File: config.mk
export PLATFORM = sky130hd
export DESIGN_NAME = text_console_cursor_scroll
export DESIGN_NICKNAME = d
export VERILOG_FILES = /design/src/hdl/tccs_pkg.sv /design/src/hdl/tccs_exec.sv /design/src/hdl/tccs_burst.sv /design/src/hdl/text_console_cursor_scroll.sv
export SDC_FILE = /design/constraint.sdc
export NUM_CORES = 1
export LEC_CHECK = 0
export ABC_AREA = 0
export BUFFER_PORTS_ARGS = -buffer_cell sky130_fd_sc_hd__buf_2
export CAP_MARGIN = 10
export CORE_ASPECT_RATIO = 0.5
export CORE_MARGIN = 8
export CORE_UTILIZATION = 40
export DETAILED_ROUTE_END_ITERATION = 10
export HOLD_SLACK_MARGIN = 0.02
export SLEW_MARGIN = 20
export SYNTH_ARGS = -nofsm -noshare
export SYNTH_HDL_FRONTEND = slang
export SYNTH_SLANG_ARGS = --single-unit
File: constraint.sdc
create_clock -name clk -period 8.1 [get_ports clk]
set_clock_uncertainty 0.2 [all_clocks]
set_input_delay 0.81 -clock clk [delete_from_list [all_inputs] [get_ports clk]]
set_output_delay 0.81 -clock clk [all_outputs]
set_load 0.01 [all_outputs]
File: src/hdl/tccs_pkg.sv
// shared types, codes and helpers for the text console cursor and scroll block
`default_nettype none

package tccs_pkg;

  localparam int MAX_RESULTS = 5;
  localparam int CNT_W = 3;
  localparam int CFG_DATA_W = 8;
  localparam int CFG_INDEX_W = 1;

  localparam logic KIND_CHAR = 1'b0;
  localparam logic KIND_SET = 1'b1;

  localparam logic [7:0] CHAR_CR = 8'h0D;
  localparam logic [7:0] CHAR_LF = 8'h0A;

  localparam logic TARGET_CELL = 1'b0;
  localparam logic TARGET_CRTC = 1'b1;

  localparam logic [15:0] CRTC_START_HI = 16'h000C;
  localparam logic [15:0] CRTC_START_LO = 16'h000D;
  localparam logic [15:0] CRTC_CURSOR_HI = 16'h000E;
  localparam logic [15:0] CRTC_CURSOR_LO = 16'h000F;

  localparam logic [CFG_INDEX_W-1:0] CFG_TEXT_COLOR = 1'b0;
  localparam logic [CFG_INDEX_W-1:0] CFG_SCROLL_ENABLE = 1'b1;

  localparam logic [7:0] TEXT_COLOR_RESET = 8'd10;
  localparam logic SCROLL_ENABLE_RESET = 1'b1;

  typedef struct packed {
    logic       kind;
    logic [7:0] char_code;
    logic [7:0] new_row;
    logic [6:0] new_col;
  } in_item_t;

  typedef struct packed {
    logic        target;
    logic [15:0] address;
    logic [15:0] data;
    logic        scroll_event;
    logic        last;
  } out_item_t;

  typedef struct packed {
    logic [7:0] text_color;
    logic       scroll_enable;
  } cfg_t;

  typedef struct packed {
    logic [CNT_W-1:0]                  cnt;
    out_item_t [MAX_RESULTS-1:0]       slot;
  } burst_t;

  function automatic out_item_t make_out(input logic target, input logic [15:0] address,
                                         input logic [15:0] data, input logic scroll_event,
                                         input logic last);
    out_item_t r;
    r.target = target;
    r.address = address;
    r.data = data;
    r.scroll_event = scroll_event;
    r.last = last;
    return r;
  endfunction

endpackage

`default_nettype wire

File: src/hdl/tccs_exec.sv
// cursor and window state with the single-pass update that builds one result burst
`default_nettype none

module tccs_exec #(
  parameter int WIDTH = 80,
  parameter int HEIGHT = 25,
  parameter int MAX_ROWS = 256
) (
  input  wire logic              clk,
  input  wire logic              rst_n,
  input  wire logic              load,
  input  wire tccs_pkg::in_item_t item,
  input  wire tccs_pkg::cfg_t    cfg,
  output tccs_pkg::burst_t       burst
);
  import tccs_pkg::*;

  localparam int RW = $clog2(MAX_ROWS);
  localparam int CW = $clog2(WIDTH);
  localparam int CW1 = CW + 1;
  localparam int RW1 = RW + 1;
  localparam int PW = RW + CW + 1;

  logic [RW-1:0] row_r, row_nxt;
  logic [RW-1:0] wt_r, wt_nxt;
  logic [CW-1:0] col_r, col_nxt;

  logic [CW1-1:0] col_step;
  logic           adv;
  logic           char_wr;
  logic           scroll;
  logic [PW-1:0]  cell_pos, cur_pos, start_pos;
  logic [15:0]    cur16, start16;
  logic [CNT_W-1:0] k;

  always_comb begin
    row_nxt = row_r;
    col_nxt = col_r;
    wt_nxt = wt_r;
    col_step = '0;
    adv = 1'b0;
    char_wr = 1'b0;
    scroll = 1'b0;
    if (item.kind == KIND_SET) begin
      row_nxt = (16'(item.new_row) > 16'(MAX_ROWS - 1)) ? RW'(MAX_ROWS - 1) : RW'(item.new_row);
      col_nxt = (16'(item.new_col) > 16'(WIDTH - 1)) ? CW'(WIDTH - 1) : CW'(item.new_col);
    end else begin
      if (item.char_code == CHAR_CR) begin
        col_step = '0;
      end else if (item.char_code == CHAR_LF) begin
        col_step = '0;
        adv = 1'b1;
      end else begin
        col_step = CW1'(col_r) + 1'b1;
        char_wr = 1'b1;
      end
      if (col_step >= CW1'(WIDTH)) begin
        col_step = '0;
        adv = 1'b1;
      end
      if (adv && row_r != RW'(MAX_ROWS - 1)) begin
        row_nxt = row_r + 1'b1;
      end
      col_nxt = CW'(col_step);
      if (cfg.scroll_enable) begin
        if (row_nxt < wt_r) begin
          scroll = 1'b1;
          wt_nxt = wt_r - 1'b1;
        end else if (RW1'(row_nxt) > RW1'(wt_r) + RW1'(HEIGHT - 1)) begin
          scroll = 1'b1;
          wt_nxt = wt_r + 1'b1;
        end
      end
    end
  end

  assign cell_pos = PW'(row_r) * PW'(WIDTH) + PW'(col_r);
  assign cur_pos = PW'(row_nxt) * PW'(WIDTH) + PW'(col_nxt);
  assign start_pos = PW'(wt_nxt) * PW'(WIDTH);
  assign cur16 = 16'(cur_pos);
  assign start16 = 16'(start_pos);

  always_comb begin
    burst = '0;
    k = '0;
    if (char_wr) begin
      burst.slot[k] = make_out(TARGET_CELL, 16'(cell_pos), {cfg.text_color, item.char_code},
                               1'b0, 1'b0);
      k = k + 1'b1;
    end
    if (scroll) begin
      burst.slot[k] = make_out(TARGET_CRTC, CRTC_START_LO, {8'h00, start16[7:0]}, 1'b1, 1'b0);
      k = k + 1'b1;
      burst.slot[k] = make_out(TARGET_CRTC, CRTC_START_HI, {8'h00, start16[15:8]}, 1'b1, 1'b0);
      k = k + 1'b1;
    end
    burst.slot[k] = make_out(TARGET_CRTC, CRTC_CURSOR_LO, {8'h00, cur16[7:0]}, 1'b0, 1'b0);
    k = k + 1'b1;
    burst.slot[k] = make_out(TARGET_CRTC, CRTC_CURSOR_HI, {8'h00, cur16[15:8]}, 1'b0, 1'b1);
    k = k + 1'b1;
    burst.cnt = k;
  end

  always_ff @(posedge clk) begin
    if (!rst_n) begin
      row_r <= '0;
      col_r <= '0;
      wt_r <= '0;
    end else if (load) begin
      row_r <= row_nxt;
      col_r <= col_nxt;
      wt_r <= wt_nxt;
    end
  end

  a_hold_state: assert property (@(posedge clk) disable iff (!rst_n)
    !load |=> $stable(row_r) && $stable(col_r) && $stable(wt_r))
    else $error("cursor state changed without an item");

  a_set_two: assert property (@(posedge clk) disable iff (!rst_n)
    load && item.kind == KIND_SET |-> burst.cnt == CNT_W'(2))
    else $error("set-cursor item must give two results");

  a_wt_step: assert property (@(posedge clk) disable iff (!rst_n)
    load |=> (wt_r == $past(wt_r)) || (wt_r == $past(wt_r) + 1'b1) ||
             (wt_r == $past(wt_r) - 1'b1))
    else $error("window moved more than one line");

endmodule

`default_nettype wire

File: src/hdl/tccs_burst.sv
// result register that holds one item's burst and hands it out one result per cycle while out_ready is high
`default_nettype none

module tccs_burst (
  input  wire logic              clk,
  input  wire logic              rst_n,
  input  wire logic              load,
  input  wire tccs_pkg::burst_t  burst,
  output logic                   free,
  output logic                   out_valid,
  input  wire logic              out_ready,
  output tccs_pkg::out_item_t    out_data
);
  import tccs_pkg::*;

  logic [CNT_W-1:0] cnt_r, cnt_nxt;
  out_item_t [MAX_RESULTS-1:0] slot_r, slot_nxt;
  logic pop;

  assign out_valid = (cnt_r != '0);
  assign out_data = slot_r[0];
  assign pop = out_valid && out_ready;
  assign free = (cnt_r == '0) || (cnt_r == CNT_W'(1) && out_ready);

  always_comb begin
    cnt_nxt = cnt_r;
    slot_nxt = slot_r;
    if (load) begin
      cnt_nxt = burst.cnt;
      slot_nxt = burst.slot;
    end else if (pop) begin
      cnt_nxt = cnt_r - 1'b1;
      for (int i = 0; i < MAX_RESULTS - 1; i++) begin
        slot_nxt[i] = slot_r[i+1];
      end
    end
  end

  always_ff @(posedge clk) begin
    if (!rst_n) begin
      cnt_r <= '0;
    end else begin
      cnt_r <= cnt_nxt;
    end
  end

  always_ff @(posedge clk) begin
    slot_r <= slot_nxt;
  end

  a_load_size: assert property (@(posedge clk) disable iff (!rst_n)
    load |-> burst.cnt >= CNT_W'(2) && burst.cnt <= CNT_W'(MAX_RESULTS))
    else $error("burst size out of range");

  a_last_flag: assert property (@(posedge clk) disable iff (!rst_n)
    out_valid |-> (out_data.last == (cnt_r == CNT_W'(1))))
    else $error("last flag does not match the final result");

  a_pop_count: assert property (@(posedge clk) disable iff (!rst_n)
    pop && !load |=> cnt_r == $past(cnt_r) - 1'b1)
    else $error("result count did not drop by one");

endmodule

`default_nettype wire

File: src/hdl/text_console_cursor_scroll.sv
// text console writer: input item register, cursor/window update, result burst output
// an accepted item passes through the input item register, then the burst register, before its first result is offered
// each item gives 2 to 5 results; the next item can load as the last result of the burst is taken
// the burst register drains one result per cycle while out_ready is high; the next item waits in the input register
// reset: cursor row, column and window top go to 0, text_color to 10, scroll_enable to 1
`default_nettype none

module text_console_cursor_scroll #(
  parameter int WIDTH = 80,
  parameter int HEIGHT = 25,
  parameter int MAX_ROWS = 256
) (
  input  wire logic                                  clk,
  input  wire logic                                  rst_n,
  input  wire logic                                  in_valid,
  output logic                                       in_ready,
  input  wire tccs_pkg::in_item_t                    in_data,
  output logic                                       out_valid,
  input  wire logic                                  out_ready,
  output tccs_pkg::out_item_t                        out_data,
  input  wire logic                                  cfg_we,
  input  wire logic [tccs_pkg::CFG_INDEX_W-1:0]      cfg_index,
  input  wire logic [tccs_pkg::CFG_DATA_W-1:0]       cfg_data
);
  import tccs_pkg::*;

  logic      item_v_r;
  in_item_t  item_r;
  cfg_t      cfg_r;
  logic      free;
  logic      load;
  burst_t    burst;

  assign load = item_v_r && free;
  assign in_ready = !item_v_r || free;

  always_ff @(posedge clk) begin
    if (!rst_n) begin
      item_v_r <= 1'b0;
    end else if (in_valid && in_ready) begin
      item_v_r <= 1'b1;
    end else if (load) begin
      item_v_r <= 1'b0;
    end
  end

  always_ff @(posedge clk) begin
    if (in_valid && in_ready) begin
      item_r <= in_data;
    end
  end

  always_ff @(posedge clk) begin
    if (!rst_n) begin
      cfg_r.text_color <= TEXT_COLOR_RESET;
      cfg_r.scroll_enable <= SCROLL_ENABLE_RESET;
    end else if (cfg_we) begin
      unique case (cfg_index)
        CFG_TEXT_COLOR:    cfg_r.text_color <= cfg_data;
        CFG_SCROLL_ENABLE: cfg_r.scroll_enable <= cfg_data[0];
        default: ;
      endcase
    end
  end

  tccs_exec #(
    .WIDTH(WIDTH),
    .HEIGHT(HEIGHT),
    .MAX_ROWS(MAX_ROWS)
  ) u_exec (
    .clk(clk),
    .rst_n(rst_n),
    .load(load),
    .item(item_r),
    .cfg(cfg_r),
    .burst(burst)
  );

  tccs_burst u_burst (
    .clk(clk),
    .rst_n(rst_n),
    .load(load),
    .burst(burst),
    .free(free),
    .out_valid(out_valid),
    .out_ready(out_ready),
    .out_data(out_data)
  );

endmodule

`default_nettype wire
==> results.txt <==
synthesis-to-finish area growth: 11.2%
YS warnings: 0
Post-synth ARST share: 0%
ant diodes: 0
area taken by multi-input logic gates: 4500 um2
I/O pin cnt: 75
Post-synth EDFFs: 105
Reg area: 3870 um2
R2R setup slack: 0.67 ns
Fin. Hold Viols: 0
Tmin final: 7.43 ns
clock sinks: 141
crit-path leading delay family: compound AO/OA/AOI/OAI gates
worst path bufs/invs: 2
total wire length: 23,500 um
Setup Buffers After CTS: 0
Critical-path top delay cell: or4b_4
1st-iter DRT viols: 564
Finished Layout Cells: 1,258
transition time of the tightest slew-check pin: 1.02 ns
DP HPWL: 17,300 um
top-count cell post-synth: edfxtp_1
register area share after synthesis: 43.4%
htree depth: 4
Yosys top cell by area: edfxtp_1
CTS tree: built
Layout fillers: 2,125
synth top area cells: edfxtp_1, ha_1, dfxtp_1
outcome: finished, final reports clean
Critical Path RT: 8.06 ns
Setup crit end kind: flip-flop
synthesized flop and latch total: 141
Mean Syn Cell Area: 9.77 um2
remaining antenna violation count after routing: 0
PwrDens: 357 nW/um2
FMAX: 135 MHz
Initial Util: 41.0%
Die H: 122 um
Arr. time, crit path: 7.39 ns
count of max-cap constraint violations: 0
clk buf depth: 2
Yosys top cell area share: 35.4%
DRC: 0
Distinct cells, synth: 77
Startpoint Class: flip-flop
WL met2: 10,400 um
Final Cycle Share: 91.7%
pin count of the biggest net entering global routing: 78
WHS Path Cells: 2
clock root cell: clkbuf_16
Nets: 1,059
RSZ-0062 raised after global routing: false
hold_buf cts: 0
PortBufs: 74
delay of the slowest critical-path stage: 0.56 ns
WL/cell: 18.7 um
critical-path maximum fanout: 11
Hold EP: cfg_r[3]
first-pass GRT wire length: 37,300 um
CTS clock-pin slew for the worst setup and hold paths: 0.07 ns
total chip power: 3540 uW
Worst R2R Start: item_r[21]
reg2reg end: u_burst.slot_r[77]
commonest cells in the netlist: edfxtp_1, nand2_1, nor2_1
Primary FF master, synth: edfxtp_1
total gr overflow: 0
Syn Std Cell Area: 8920 um2
1st-pass router iterations: 5
met1 wire length: 11,400 um
Via density: 5.51
Tot GR Track Use: 17.3%
DP Cell Count: 1,227
final setup vio count: 0
CP Class: reg -> reg
Setup WS pre-CTS: 0.807 ns
Pleak: 0.00398 uW
die area: 27,600 um2
CTS buffer count: 17
worst reg2reg path depth: 26
max_slew headroom: 30.6%
Cell Rows: 38
RD Place Congestion: 0.886
final worst setup slack: 0.671 ns
total core area: 21,800 um2
layout cells sized above 1: 15.0%
worst min-delay path class: reg -> reg
vias: 6,926
hold wc startpoint: cfg_r[3]
worst hold margin: 0.254 ns
Synth Instances: 913
vias in the first global route: 6,713
antenna violations before repair: 0
Post-CTS Resized: 0
Clk Latency, worst-skew pair: 0.44 ns
final slew viol count: 0
Top Metal Used: met4
metal3 WL: 1400 um
Peak supply drop: 0.000182 V
Die X: 227 um
setup TNS: 0 ns
## sequential cells by signal, summed over array words and instances, names as in the netlist
register / count
u_burst.slot_r: 46
u_burst.out_data: 35
item_r: 24
cfg_r: 9
u_exec.row_r: 8
u_exec.wt_r: 8
u_exec.col_r: 7
u_burst.cnt_r: 3
item_v_r: 1
## layout make-up
cell class	count	area share, %
Clock buffer	18	4.33
Clock inverter	13	1.43
Inverter	43	1.63
Multi-Input combinational cell	660	45.4
Sequential cell	141	39.1
Tap cell	300	3.79
Timing Repair Buffer	83	4.42
## metrics by stage
stage	util, %	area (um2)
6_report	45.5	9920
5_1_grt	45.5	9920
4_1_cts	45.5	9920
3_5_place_dp	42.9	9350
3_3_place_gp	42.9	9350
2_1_floorplan	-	8920
## kinds of logic (layout without fill, tap and decap cells)
| family | after synthesis | after routing | share of synthesized area (%) |
|---|---|---|---|
| compound gates | 230 | 230 | 17.0 |
| xor+xnor | 53 | 53 | 5.21 |
| fa+ha+maj | 75 | 75 | 10.9 |
| buf+inv | 113 | 157 | 6.24 |
| flops | 141 | 141 | 43.4 |
| mux | 12 | 12 | 1.52 |
| other cells | 1 | 2 | 0.0421 |
| simple gates | 288 | 288 | 15.6 |
## cells in the final DEF (no fill, tap or decap), drive strengths merged, types with 11 or more instances in the layout
cell type and instances:
a211oi 13, a21oi 60, a22o 12, a31oi 12
and2 16, buf 83, clkbuf 18, clkinv 11
dfxtp 36, edfxtp 105, ha 70, inv 41
nand2 85, nand3 29, nand4 11, nor2 82
nor3 19, o21ai 64, xnor2 39, xor2 14
## metal layers
layer | track usage, % | vias up
li1 | - | 3377
met5 | 0 | -
met3 | 3.89 | 31
met2 | 27.0 | 191
met4 | 5.07 | 0
met1 | 23.9 | 3327
## tightest hold or removal path, cell delays in order (launching register included)
cell and delay [ns]:
dfxtp_1 0.31, nand2_1 0.05, a21oi_1 0.05
## worst max path at each step
stage	from	endpoint	slack (ns)	cells past startpoint
after floorplan	item_r[21]	u_burst.slot_r[77]	1.19	26
after global placement	item_r[21]	u_burst.slot_r[77]	0.93	24
after detailed placement	item_r[21]	u_burst.slot_r[77]	0.81	26
after CTS	item_r[21]	u_burst.slot_r[77]	0.75	26
after global routing	item_r[21]	u_burst.slot_r[77]	0.11	26
final	item_r[21]	u_burst.slot_r[77]	0.67	26
## report_power, final
part | switching (uW) | leakage (uW) | internal, uW
Clock | 325 | 0.000275 | 453
Combinational | 1020 | 0.00239 | 566
Sequential | 103 | 0.00132 | 1070
Total | 1450 | 0.00398 | 2090
Note: power is estimated with default switching activity, not from simulation.
